[config.mk]
export PLATFORM = sky130hd
export DESIGN_NAME = charset_candidate_generator_core
export DESIGN_NICKNAME = d
export VERILOG_FILES = /design/src/hw/rtl/ccg_pkg.sv /design/src/hw/rtl/ccg_ram.sv /design/src/hw/rtl/ccg_cell.sv /design/src/hw/rtl/charset_candidate_generator_core.sv
export SDC_FILE = /design/constraint.sdc
export NUM_CORES = 2
export LEC_CHECK = 0
export BUFFER_PORTS_ARGS = -buffer_cell sky130_fd_sc_hd__buf_2
export CAP_MARGIN = 20
export CORE_MARGIN = 1.5
export CORE_UTILIZATION = 60
export DETAILED_ROUTE_END_ITERATION = 7
export HOLD_SLACK_MARGIN = 0.1
export PLACE_DENSITY = 0.76
export SLEW_MARGIN = 20
export SYNTH_ARGS = -nofsm -noshare
export SYNTH_HDL_FRONTEND = slang
export SYNTH_SLANG_ARGS = --single-unit
[constraint.sdc]
create_clock -name clk -period 4.4 [get_ports clk]
set_input_delay 0.88 -clock clk [delete_from_list [all_inputs] [get_ports clk]]
set_output_delay 0.88 -clock clk [all_outputs]
set_load 0.01 [all_outputs]
[src/hw/rtl/ccg_pkg.sv]
// Shared types and constants for the charset candidate generator.
// Used by ccg_cell, charset_candidate_generator_core and the bench; no dependencies.
`default_nettype none

package ccg_pkg;

  localparam int CHAR_W            = 8;
  localparam int TBL_DEPTH         = 32;
  localparam int POS_W             = 5;
  localparam int IDX_W_MAX         = 8;
  localparam int LEN_W_MAX         = 7;
  localparam int OUT_LEN_W         = 6;
  localparam int MODE_W            = 3;
  localparam int CFG_IDX_W         = 3;
  localparam int CFG_DATA_W        = 7;
  localparam int DEF_MAX_LEN       = 32;
  localparam int DEF_CHARSET_DEPTH = 64;

  // Command codes carried in in_mode
  localparam logic [MODE_W-1:0] MODE_LOAD_CHARSET  = 3'd0;
  localparam logic [MODE_W-1:0] MODE_LOAD_TEMPLATE = 3'd1;
  localparam logic [MODE_W-1:0] MODE_LOAD_START    = 3'd2;
  localparam logic [MODE_W-1:0] MODE_RESTART       = 3'd3;
  localparam logic [MODE_W-1:0] MODE_NEXT          = 3'd4;

  // Configuration register indexes
  localparam logic [CFG_IDX_W-1:0] CFG_CHARSET_SIZE = 3'd0;
  localparam logic [CFG_IDX_W-1:0] CFG_MIN_LENGTH   = 3'd1;
  localparam logic [CFG_IDX_W-1:0] CFG_MAX_LENGTH   = 3'd2;
  localparam logic [CFG_IDX_W-1:0] CFG_USE_TEMPLATE = 3'd3;
  localparam logic [CFG_IDX_W-1:0] CFG_USE_START    = 3'd4;

  // Register reset values
  localparam logic [6:0] CHARSET_SIZE_RST = 7'd26;
  localparam logic [5:0] MIN_LENGTH_RST   = 6'd1;
  localparam logic [5:0] MAX_LENGTH_RST   = 6'd8;

  typedef enum logic [2:0] {
    ST_IDLE,
    ST_EMIT,
    ST_RDINC,
    ST_UPD,
    ST_FILL,
    ST_MATCH
  } ccg_state_t;

  // Controls broadcast from the sequencer to every cell of the chain
  typedef struct packed {
    logic                 shift;
    logic                 match;
    logic                 upd;
    logic [IDX_W_MAX-1:0] key_idx;
    logic [CHAR_W-1:0]    key_chr;
    logic [LEN_W_MAX-1:0] upd_pos;
    logic [IDX_W_MAX-1:0] upd_idx;
    logic [CHAR_W-1:0]    upd_chr;
    logic [CHAR_W-1:0]    wrap_chr;
    logic [LEN_W_MAX-1:0] len;
  } ccg_bcast_t;

endpackage

`default_nettype wire

[src/hw/rtl/ccg_ram.sv]
// Generic simple dual-port RAM: one write port, one read port with registered data.
// No dependencies.
`default_nettype none

module ccg_ram #(
  parameter int WIDTH = 8,
  parameter int DEPTH = 32
) (
  input  wire logic                     clk,
  input  wire logic                     we,
  input  wire logic [$clog2(DEPTH)-1:0] waddr,
  input  wire logic [WIDTH-1:0]         wdata,
  input  wire logic [$clog2(DEPTH)-1:0] raddr,
  output logic      [WIDTH-1:0]         rdata
);

  logic [WIDTH-1:0] mem_r [DEPTH];

  // Write and registered read
  always_ff @(posedge clk) begin
    if (we) begin
      mem_r[waddr] <= wdata;
    end
    rdata <= mem_r[raddr];
  end

endmodule

`default_nettype wire

[src/hw/rtl/ccg_cell.sv]
// One odometer cell: holds the character and charset index of one candidate position.
// Depends on ccg_pkg for the broadcast control struct.
`default_nettype none

module ccg_cell #(
  parameter int IDX_W    = 6,
  parameter int CELL_POS = 0
) (
  input  wire logic                      clk,
  input  wire ccg_pkg::ccg_bcast_t       bc,
  input  wire logic                      vary,
  input  wire logic [ccg_pkg::CHAR_W-1:0] nb_chr,
  input  wire logic [IDX_W-1:0]          nb_idx,
  output logic      [ccg_pkg::CHAR_W-1:0] chr,
  output logic      [IDX_W-1:0]          idx
);

  import ccg_pkg::*;

  localparam logic [LEN_W_MAX-1:0] MY_POS = LEN_W_MAX'(CELL_POS);

  logic [CHAR_W-1:0] chr_r, chr_nxt;
  logic [IDX_W-1:0]  idx_r, idx_nxt;
  logic              in_rng;

  assign in_rng = (MY_POS < bc.len);

  // Shift from the right neighbor, latch a charset match, or apply an odometer step
  always_comb begin
    chr_nxt = chr_r;
    idx_nxt = idx_r;
    if (bc.shift) begin
      chr_nxt = nb_chr;
      idx_nxt = nb_idx;
    end else if (bc.match) begin
      if (in_rng && (chr_r == bc.key_chr)) begin
        idx_nxt = bc.key_idx[IDX_W-1:0];
      end
    end else if (bc.upd) begin
      if (MY_POS == bc.upd_pos) begin
        idx_nxt = bc.upd_idx[IDX_W-1:0];
        chr_nxt = bc.upd_chr;
      end else if ((MY_POS > bc.upd_pos) && in_rng && vary) begin
        idx_nxt = '0;
        chr_nxt = bc.wrap_chr;
      end
    end
  end

  always_ff @(posedge clk) begin
    chr_r <= chr_nxt;
    idx_r <= idx_nxt;
  end

  assign chr = chr_r;
  assign idx = idx_r;

endmodule

`default_nettype wire

[src/hw/rtl/charset_candidate_generator_core.sv]
// Top level of the charset candidate generator: sequencer, config registers and cell chain.
// Depends on ccg_pkg, ccg_ram and ccg_cell.
//
//   channel   handshake              payload
//   in_       start / busy           in_mode, in_char_index, in_position, in_char_value,
//                                    in_wildcard_req
//   out_      out_valid (strobe)     out_char, out_position, out_cand_length,
//                                    out_last_char, out_exhausted
//   cfg_      cfg_valid / cfg_ready  cfg_index, cfg_data
//
// Loads never raise busy. A next command rotates the whole chain once (one character
// out per cycle for the current length), then steps the odometer in ST_RDINC and, when a
// position can count up, ST_UPD; when the length grows a refill pass (ST_FILL) follows.
// Restart refills the chain in ST_FILL, then sweeps the charset in ST_MATCH when the start
// string is used. A next command after the last candidate answers in the next cycle with
// the exhausted word.
// Reset (rst_n, synchronous) clears the sequencer and config registers and marks
// generation done. Results are strobed for one cycle; the receiver cannot stall them.
`default_nettype none

module charset_candidate_generator_core #(
  parameter int MAX_LEN       = ccg_pkg::DEF_MAX_LEN,
  parameter int CHARSET_DEPTH = ccg_pkg::DEF_CHARSET_DEPTH
) (
  input  wire logic                          clk,
  input  wire logic                          rst_n,
  input  wire logic                          start,
  output logic                               busy,
  input  wire logic [ccg_pkg::MODE_W-1:0]    in_mode,
  input  wire logic [5:0]                    in_char_index,
  input  wire logic [ccg_pkg::POS_W-1:0]     in_position,
  input  wire logic [ccg_pkg::CHAR_W-1:0]    in_char_value,
  input  wire logic                          in_wildcard_req,
  output logic                               out_valid,
  output logic      [ccg_pkg::CHAR_W-1:0]    out_char,
  output logic      [ccg_pkg::POS_W-1:0]     out_position,
  output logic      [ccg_pkg::OUT_LEN_W-1:0] out_cand_length,
  output logic                               out_last_char,
  output logic                               out_exhausted,
  input  wire logic                          cfg_valid,
  output logic                               cfg_ready,
  input  wire logic [ccg_pkg::CFG_IDX_W-1:0] cfg_index,
  input  wire logic [ccg_pkg::CFG_DATA_W-1:0] cfg_data
);

  import ccg_pkg::*;

  localparam int IW      = $clog2(CHARSET_DEPTH);
  localparam int LW      = $clog2(MAX_LEN + 1);
  localparam int SZW     = $clog2(CHARSET_DEPTH + 1);
  localparam int EW      = (SZW > 7) ? SZW : 7;
  localparam int CNT_RAW = $clog2(((MAX_LEN > CHARSET_DEPTH) ? MAX_LEN : CHARSET_DEPTH) + 2);
  localparam int CNT_W   = (CNT_RAW < POS_W) ? POS_W : CNT_RAW;
  localparam int TAW     = $clog2(TBL_DEPTH);

  // Clamp a length register into 1..MAX_LEN
  function automatic logic [LW-1:0] eff_len(input logic [5:0] v);
    logic [LEN_W_MAX-1:0] ext;
    ext = LEN_W_MAX'(v);
    if (v == 6'd0) begin
      return LW'(1);
    end else if (ext > LEN_W_MAX'(MAX_LEN)) begin
      return LW'(MAX_LEN);
    end else begin
      return LW'(ext);
    end
  endfunction

  // Sequencer and bookkeeping
  ccg_state_t        state_r, state_nxt;
  logic [CNT_W-1:0]  cnt_r, cnt_nxt;
  logic              done_r, done_nxt;
  logic [LW-1:0]     len_r, len_nxt;
  logic              from_start_r, from_start_nxt;
  logic              found_r, found_nxt;
  logic [LW-1:0]     pos_inc_r, pos_inc_nxt;
  logic [IW-1:0]     idx_inc_r, idx_inc_nxt;
  logic              fill_v_r, fill_v_nxt;
  logic              fill_rng_r, fill_rng_nxt;
  logic              fill_vary_r, fill_vary_nxt;
  logic              match_v_r, match_v_nxt;
  logic [IW-1:0]     match_k_r, match_k_nxt;

  // Result word
  logic                 out_valid_r, out_valid_nxt;
  logic [CHAR_W-1:0]    out_char_r, out_char_nxt;
  logic [POS_W-1:0]     out_pos_r, out_pos_nxt;
  logic [OUT_LEN_W-1:0] out_len_r, out_len_nxt;
  logic                 out_last_r, out_last_nxt;
  logic                 out_exh_r, out_exh_nxt;

  // Configuration registers and small tables
  logic [6:0]           cs_r;
  logic [5:0]           min_r;
  logic [5:0]           max_r;
  logic                 ut_r;
  logic                 us_r;
  logic [TBL_DEPTH-1:0] wild_r;
  logic [CHAR_W-1:0]    c0_r;

  // Derived values
  logic              accept;
  logic [EW-1:0]     cs_ext;
  logic [EW-1:0]     eff_sz;
  logic [IW-1:0]     top_idx;
  logic [LW-1:0]     eff_min;
  logic [LW-1:0]     eff_max;
  logic              range_empty;
  logic              vary_at;
  logic              cnt_in_len;
  logic [MAX_LEN-1:0] vary_vec;

  // Memories
  logic              cs_we, tp_we, st_we;
  logic [IW-1:0]     cs_waddr, cs_raddr;
  logic [CHAR_W-1:0] cs_rdata, tp_rdata, st_rdata;
  logic [TAW-1:0]    tbl_raddr;

  // Chain
  ccg_bcast_t        bc;
  logic [CHAR_W-1:0] tail_chr;
  logic [IW-1:0]     tail_idx;
  logic [CHAR_W-1:0] chr_q [MAX_LEN];
  logic [IW-1:0]     idx_q [MAX_LEN];

  assign busy      = (state_r != ST_IDLE);
  assign accept    = start && !busy;
  assign cfg_ready = 1'b1;

  assign cs_ext      = EW'(cs_r);
  assign eff_sz      = (cs_r == 7'd0) ? EW'(1) :
                       (cs_ext > EW'(CHARSET_DEPTH)) ? EW'(CHARSET_DEPTH) : cs_ext;
  assign top_idx     = IW'(eff_sz - EW'(1));
  assign eff_min     = eff_len(min_r);
  assign eff_max     = eff_len(max_r);
  assign range_empty = (eff_max < eff_min);
  assign vary_at     = !ut_r || wild_r[cnt_r[TAW-1:0]];
  assign cnt_in_len  = (cnt_r < CNT_W'(len_r));
  assign tbl_raddr   = cnt_r[TAW-1:0];

  // Next state
  always_comb begin
    state_nxt = state_r;
    unique case (state_r)
      ST_IDLE: begin
        if (accept && (in_mode == MODE_RESTART) && !range_empty) begin
          state_nxt = ST_FILL;
        end else if (accept && (in_mode == MODE_NEXT) && !done_r) begin
          state_nxt = ST_EMIT;
        end
      end
      ST_EMIT: begin
        if (cnt_r == CNT_W'(MAX_LEN - 1)) begin
          state_nxt = ST_RDINC;
        end
      end
      ST_RDINC: begin
        if (found_r) begin
          state_nxt = ST_UPD;
        end else if (len_r >= eff_max) begin
          state_nxt = ST_IDLE;
        end else begin
          state_nxt = ST_FILL;
        end
      end
      ST_UPD: begin
        state_nxt = ST_IDLE;
      end
      ST_FILL: begin
        if (cnt_r == CNT_W'(MAX_LEN)) begin
          state_nxt = from_start_r ? ST_MATCH : ST_IDLE;
        end
      end
      ST_MATCH: begin
        if (cnt_r == CNT_W'(eff_sz)) begin
          state_nxt = ST_IDLE;
        end
      end
      default: state_nxt = ST_IDLE;
    endcase
  end

  // Datapath control per state
  always_comb begin
    cnt_nxt        = ((state_nxt != state_r) || (state_r == ST_IDLE)) ? '0 : cnt_r + CNT_W'(1);
    done_nxt       = done_r;
    len_nxt        = len_r;
    from_start_nxt = from_start_r;
    found_nxt      = found_r;
    pos_inc_nxt    = pos_inc_r;
    idx_inc_nxt    = idx_inc_r;
    fill_v_nxt     = 1'b0;
    fill_rng_nxt   = fill_rng_r;
    fill_vary_nxt  = fill_vary_r;
    match_v_nxt    = 1'b0;
    match_k_nxt    = match_k_r;
    out_valid_nxt  = 1'b0;
    out_char_nxt   = out_char_r;
    out_pos_nxt    = out_pos_r;
    out_len_nxt    = out_len_r;
    out_last_nxt   = out_last_r;
    out_exh_nxt    = out_exh_r;
    cs_raddr       = '0;
    tail_chr       = chr_q[0];
    tail_idx       = idx_q[0];
    bc             = '0;
    bc.len         = LEN_W_MAX'(len_r);
    bc.wrap_chr    = c0_r;
    bc.key_idx     = IDX_W_MAX'(match_k_r);
    bc.key_chr     = cs_rdata;
    bc.upd_pos     = LEN_W_MAX'(pos_inc_r);
    bc.upd_idx     = IDX_W_MAX'(idx_inc_r + IW'(1));
    bc.upd_chr     = cs_rdata;

    unique case (state_r)
      ST_IDLE: begin
        found_nxt = 1'b0;
        if (accept && (in_mode == MODE_RESTART)) begin
          done_nxt = range_empty;
          if (!range_empty) begin
            len_nxt        = eff_min;
            from_start_nxt = us_r;
          end
        end else if (accept && (in_mode == MODE_NEXT) && done_r) begin
          out_valid_nxt = 1'b1;
          out_char_nxt  = '0;
          out_pos_nxt   = '0;
          out_len_nxt   = '0;
          out_last_nxt  = 1'b0;
          out_exh_nxt   = 1'b1;
        end
      end
      ST_EMIT: begin
        // Rotate the chain; the head cell holds position cnt
        bc.shift      = 1'b1;
        out_valid_nxt = cnt_in_len;
        out_char_nxt  = chr_q[0];
        out_pos_nxt   = POS_W'(cnt_r);
        out_len_nxt   = OUT_LEN_W'(len_r);
        out_last_nxt  = ((cnt_r + CNT_W'(1)) == CNT_W'(len_r));
        out_exh_nxt   = 1'b0;
        // Track the rightmost free position that can still count up
        if (cnt_in_len && vary_at && (idx_q[0] < top_idx)) begin
          found_nxt   = 1'b1;
          pos_inc_nxt = LW'(cnt_r);
          idx_inc_nxt = idx_q[0];
        end
      end
      ST_RDINC: begin
        cs_raddr = idx_inc_r + IW'(1);
        if (!found_r) begin
          if (len_r >= eff_max) begin
            done_nxt = 1'b1;
          end else begin
            len_nxt        = len_r + LW'(1);
            from_start_nxt = 1'b0;
          end
        end
      end
      ST_UPD: begin
        bc.upd = 1'b1;
      end
      ST_FILL: begin
        // Read tables at cnt, shift the word for position cnt-1 in at the tail
        fill_v_nxt    = (cnt_r < CNT_W'(MAX_LEN));
        fill_rng_nxt  = cnt_in_len;
        fill_vary_nxt = vary_at;
        bc.shift      = fill_v_r;
        tail_idx      = '0;
        if (!fill_rng_r) begin
          tail_chr = '0;
        end else if (from_start_r) begin
          tail_chr = st_rdata;
        end else if (fill_vary_r) begin
          tail_chr = c0_r;
        end else begin
          tail_chr = tp_rdata;
        end
      end
      ST_MATCH: begin
        // Sweep the charset and let each cell latch the last matching index
        cs_raddr    = IW'(cnt_r);
        match_v_nxt = (cnt_r < CNT_W'(eff_sz));
        match_k_nxt = IW'(cnt_r);
        bc.match    = match_v_r;
      end
      default: begin
      end
    endcase
  end

  // Sequencer registers
  always_ff @(posedge clk) begin
    if (!rst_n) begin
      state_r     <= ST_IDLE;
      done_r      <= 1'b1;
      len_r       <= '0;
      found_r     <= 1'b0;
      fill_v_r    <= 1'b0;
      match_v_r   <= 1'b0;
      out_valid_r <= 1'b0;
    end else begin
      state_r     <= state_nxt;
      done_r      <= done_nxt;
      len_r       <= len_nxt;
      found_r     <= found_nxt;
      fill_v_r    <= fill_v_nxt;
      match_v_r   <= match_v_nxt;
      out_valid_r <= out_valid_nxt;
    end
  end

  // Hold counters and payload
  always_ff @(posedge clk) begin
    if (!rst_n) begin
      cnt_r <= '0;
    end else begin
      cnt_r <= cnt_nxt;
    end
    from_start_r <= from_start_nxt;
    pos_inc_r    <= pos_inc_nxt;
    idx_inc_r    <= idx_inc_nxt;
    fill_rng_r   <= fill_rng_nxt;
    fill_vary_r  <= fill_vary_nxt;
    match_k_r    <= match_k_nxt;
    out_char_r   <= out_char_nxt;
    out_pos_r    <= out_pos_nxt;
    out_len_r    <= out_len_nxt;
    out_last_r   <= out_last_nxt;
    out_exh_r    <= out_exh_nxt;
  end

  // Configuration registers
  always_ff @(posedge clk) begin
    if (!rst_n) begin
      cs_r  <= CHARSET_SIZE_RST;
      min_r <= MIN_LENGTH_RST;
      max_r <= MAX_LENGTH_RST;
      ut_r  <= 1'b0;
      us_r  <= 1'b0;
    end else if (cfg_valid && cfg_ready) begin
      unique case (cfg_index)
        CFG_CHARSET_SIZE: cs_r  <= cfg_data;
        CFG_MIN_LENGTH:   min_r <= cfg_data[5:0];
        CFG_MAX_LENGTH:   max_r <= cfg_data[5:0];
        CFG_USE_TEMPLATE: ut_r  <= cfg_data[0];
        CFG_USE_START:    us_r  <= cfg_data[0];
        default: begin
        end
      endcase
    end
  end

  // Template wildcard bits and shadow of charset entry zero
  always_ff @(posedge clk) begin
    if (!rst_n) begin
      wild_r <= '1;
    end else if (accept && (in_mode == MODE_LOAD_TEMPLATE)) begin
      wild_r[in_position] <= in_wildcard_req;
    end
  end

  always_ff @(posedge clk) begin
    if (cs_we && (in_char_index == 6'd0)) begin
      c0_r <= in_char_value;
    end
  end

  // Table writes from load words
  assign cs_we    = accept && (in_mode == MODE_LOAD_CHARSET) &&
                    (32'(in_char_index) < CHARSET_DEPTH);
  assign cs_waddr = IW'(in_char_index);
  assign tp_we    = accept && (in_mode == MODE_LOAD_TEMPLATE);
  assign st_we    = accept && (in_mode == MODE_LOAD_START);

  ccg_ram #(.WIDTH(CHAR_W), .DEPTH(CHARSET_DEPTH)) u_charset_ram (
    .clk   (clk),
    .we    (cs_we),
    .waddr (cs_waddr),
    .wdata (in_char_value),
    .raddr (cs_raddr),
    .rdata (cs_rdata)
  );

  ccg_ram #(.WIDTH(CHAR_W), .DEPTH(TBL_DEPTH)) u_template_ram (
    .clk   (clk),
    .we    (tp_we),
    .waddr (in_position),
    .wdata (in_char_value),
    .raddr (tbl_raddr),
    .rdata (tp_rdata)
  );

  ccg_ram #(.WIDTH(CHAR_W), .DEPTH(TBL_DEPTH)) u_start_ram (
    .clk   (clk),
    .we    (st_we),
    .waddr (in_position),
    .wdata (in_char_value),
    .raddr (tbl_raddr),
    .rdata (st_rdata)
  );

  // Row of position cells; each takes its right neighbor, the last takes the tail word
  for (genvar gi = 0; gi < MAX_LEN; gi++) begin : g_cell
    assign vary_vec[gi] = !ut_r || wild_r[gi % TBL_DEPTH];
    if (gi == MAX_LEN - 1) begin : g_tail
      ccg_cell #(.IDX_W(IW), .CELL_POS(gi)) u_cell (
        .clk    (clk),
        .bc     (bc),
        .vary   (vary_vec[gi]),
        .nb_chr (tail_chr),
        .nb_idx (tail_idx),
        .chr    (chr_q[gi]),
        .idx    (idx_q[gi])
      );
    end else begin : g_body
      ccg_cell #(.IDX_W(IW), .CELL_POS(gi)) u_cell (
        .clk    (clk),
        .bc     (bc),
        .vary   (vary_vec[gi]),
        .nb_chr (chr_q[gi+1]),
        .nb_idx (idx_q[gi+1]),
        .chr    (chr_q[gi]),
        .idx    (idx_q[gi])
      );
    end
  end

  assign out_valid       = out_valid_r;
  assign out_char        = out_char_r;
  assign out_position    = out_pos_r;
  assign out_cand_length = out_len_r;
  assign out_last_char   = out_last_r;
  assign out_exhausted   = out_exh_r;

endmodule

`default_nettype wire

==> results.yml <==
drt:
  via_count: 49398
  wirelength_mm: 205
  drt_iter0_drc: 7178
  first_pass_iters: 7
  wl_per_cell_um: 27.5
  antenna_left: 0
  via_per_inst: 6.63
  route.detailed.drc: 0
synth:
  syn_area_per_cell_um2: 12.6
  netlist_area_um2: 72600
  synth_area_leaders: "edfxtp_1 63%, nand2_1 5.8%, mux4_2 5.3%"
  synth_edf_count: 1522
  synth_cell_type_count: 74
  synthMostInstantiatedCell: "edfxtp_1"
  ys_seq_area_frac: 0.657
  yosysWarnings: 0
  yosysTopAreaCell: "edfxtp_1"
  synth_common_cells: "1522 x edfxtp_1, 1127 x nand2_1, 528 x nor2_1"
  syn-instance-count: 5760
  synth.net_count: 5832
  ys.flop_type: "edfxtp_1"
  netlist.area_leader.share: 0.630
  ys_ff_latch: 1620
  asyncSetResetFlopFracSynth: 0
floorplanning:
  die_y_um: 351
  dieArea_um2: 123000
  core_area_um2: 120000
  die_x_um: 351
  rows: 127
  initial_utilization: 0.605
  ios: 61
power:
  power_density_nw_per_um2: 394
  p_leak_nw: 27.0
  ir_worst_vdd_uv: 401
worst_setup_path:
  crit_fanout: 12
  crit_buf_inv: 2
  arrival_ns: 4.22
  critPathLaunchType: "register"
  critPathSlowestCell: "nor2_1"
  r2r_cells: 6
  crit_chain: "or3_1, buf_4, nor4_2, buf_4, nand3_1, nor2_1"
  reg2reg_to: "u_start_ram.mem_r[23][5]"
  r2r_slack_ns: 0.60
  crit_start: "state_r[0]"
  crit_type: "register to register"
  crit_path_end_kind: "register"
  slowest_delay_ns: 0.80
  timing.rr.start: "state_r[0]"
  required_ns: 4.82
  cp_common_cell: "buf_4"
  cp_top_family: "simple AND/OR/NAND/NOR gates"
timing:
  max-slew-margin-rel: 0.223
  setup_ws_ns: 0.596
  setup_tns_ns: 0
  maxSlewViolCount: 0
  hold_ws_ns: 0.373
  setup_viol: 0
  post-route-period-util: 0.864
  hold_viol: 0
  min_period_ns: 3.80
  achievable-frequency_mhz: 263
  worst_pin_slew_ns: 1.17
  fin_skew_ns: 0.0406
  grt_setup_unrepaired: "no"
clock_network:
  cts_setup_buffers: 0
  tritoncts: "done"
  cts_root_buffer: "clkbuf_16"
  cts_resized: 0
  ctsHoldBuffers: 0
  insertion_delay_ns: 0.83
  path_clk_slew_ns: 0.06
  cts_max_level: 4
  cts_sinks: 1620
  cts-buffers-inserted: 161
  cts.path.max_buffers: 3
global_route:
  grt_use_met2: 0.513
  gr-total-overflow: 0
  use_met3: 0.0917
  gr-max-usage-layer: "met2"
  grt_pass1_vias: 47608
  track_usage: 0.334
  use_met1: 0.444
  antenna_found_initial: 10
  grt_max_degree: 107
  grt_pass1_wl_mm: 303
run_status:
  status: "finished, final reports clean"
placed_design:
  place_ws_ns: 0.648
  portBuffers: 59
  place.gp.congestion: 1.01
  post-dp-hpwl_mm: 131
min_path:
  hold_path_end: "cs_ext[3]"
  min_path_cells: 3
  hold_start: "cfg_data[3]"
  min_path_type: "input pin to register"
finish:
  syn_to_final_growth_pct: 10.6
  layout.nets: 5776
  drive_gt1_frac: 0.120
job:
  drv_cap: 0
## routing by layer
metal  wire length, µm  share of wire  vias up
met1             75800           0.37    24003
met4             10900          0.053       12
met3             25100           0.12      707
li1                  -              -    21197
met2             93200           0.45     3479
met5                79        0.00039        -
## tightest hold or removal path: cells and delay by family
kind                   cells  cell delay, ns
buffers and inverters      1            0.13
and+or+nand+nor            2            0.13
## state kept, by name, summed over array words and instances (netlist names), 7 cells and up
signal	count
c0_r	8
u_template_ram.rdata	8
out_char	8
u_start_ram.mem_r	256
wild_r	32
u_template_ram.mem_r	256
cs_ext	7
g_cell.g_body.u_cell.idx	186
g_cell.g_tail.u_cell.chr	8
u_charset_ram.rdata	8
cnt_r	7
u_start_ram.rdata	8
g_cell.g_body.u_cell.chr	248
u_charset_ram.mem_r	512
## power breakdown
part	leakage (nW)	total (W)	switching, W	internal [W]
combinational	9.88	0.000586	0.000444	0.000142
clock	2.63	0.0142	0.00596	0.00824
sequential	14.4	0.0168	0.0000280	0.0168
## cells by family (layout without fill, tap and decap cells)
logic type	after synthesis	count (layout)	synth area share
buf+inv	496	575	0.0269
fa+ha+maj	35	35	0.00603
simple gates	1999	1999	0.115
other cells	1	4	0.0000517
flops	1620	1620	0.657
compound gates	984	984	0.0844
xor+xnor	272	272	0.0328
mux	353	353	0.0783
## worst max path at each step
stage                               endpoint  slack, ns  cells past startpoint
floorplan                       idx_inc_r[0]       0.41                     12
global placement    u_start_ram.mem_r[11][1]       0.36                      6
detailed placement  u_start_ram.mem_r[23][5]       0.65                      6
CTS                 u_start_ram.mem_r[23][5]       0.64                      6
global route        u_start_ram.mem_r[23][5]       0.55                      6
finish              u_start_ram.mem_r[23][5]       0.60                      6
## cell type report
cell class	instances	area (µm²)
flip-flops and latches	1620	47700
fillers	8219	39700
multi-input cells	3644	23100
clock buffers	202	4320
well taps	1612	2020
repair buffers	242	1900
clock inverters	96	1130
inverters	35	131
diodes	3	7.51
## placed cells by master, fill, tap and decap left out, drive strengths merged, types with 82 or more instances in the layout
master and instances:
clkbuf 202, buf 242, edfxtp 1522, xor2 196
mux2i 181, nand3 82, a31oi 258, nor2 530
o21ai 267, a21oi 231, mux4 172, dfxtp 98
nand2 1127
## stage by stage
step           utilization  cell area, µm²  std cells  power, W
3_5_place_dp         0.624           74800       7153    0.0177
6_report             0.669           80300       7454    0.0316
4_1_cts              0.669           80300       7451    0.0317
5_1_grt              0.669           80300       7454    0.0323
3_3_place_gp         0.624           74800       7153    0.0177
2_1_floorplan            -           72600       5760    0.0174
Note: power is estimated with default switching activity, not from simulation.
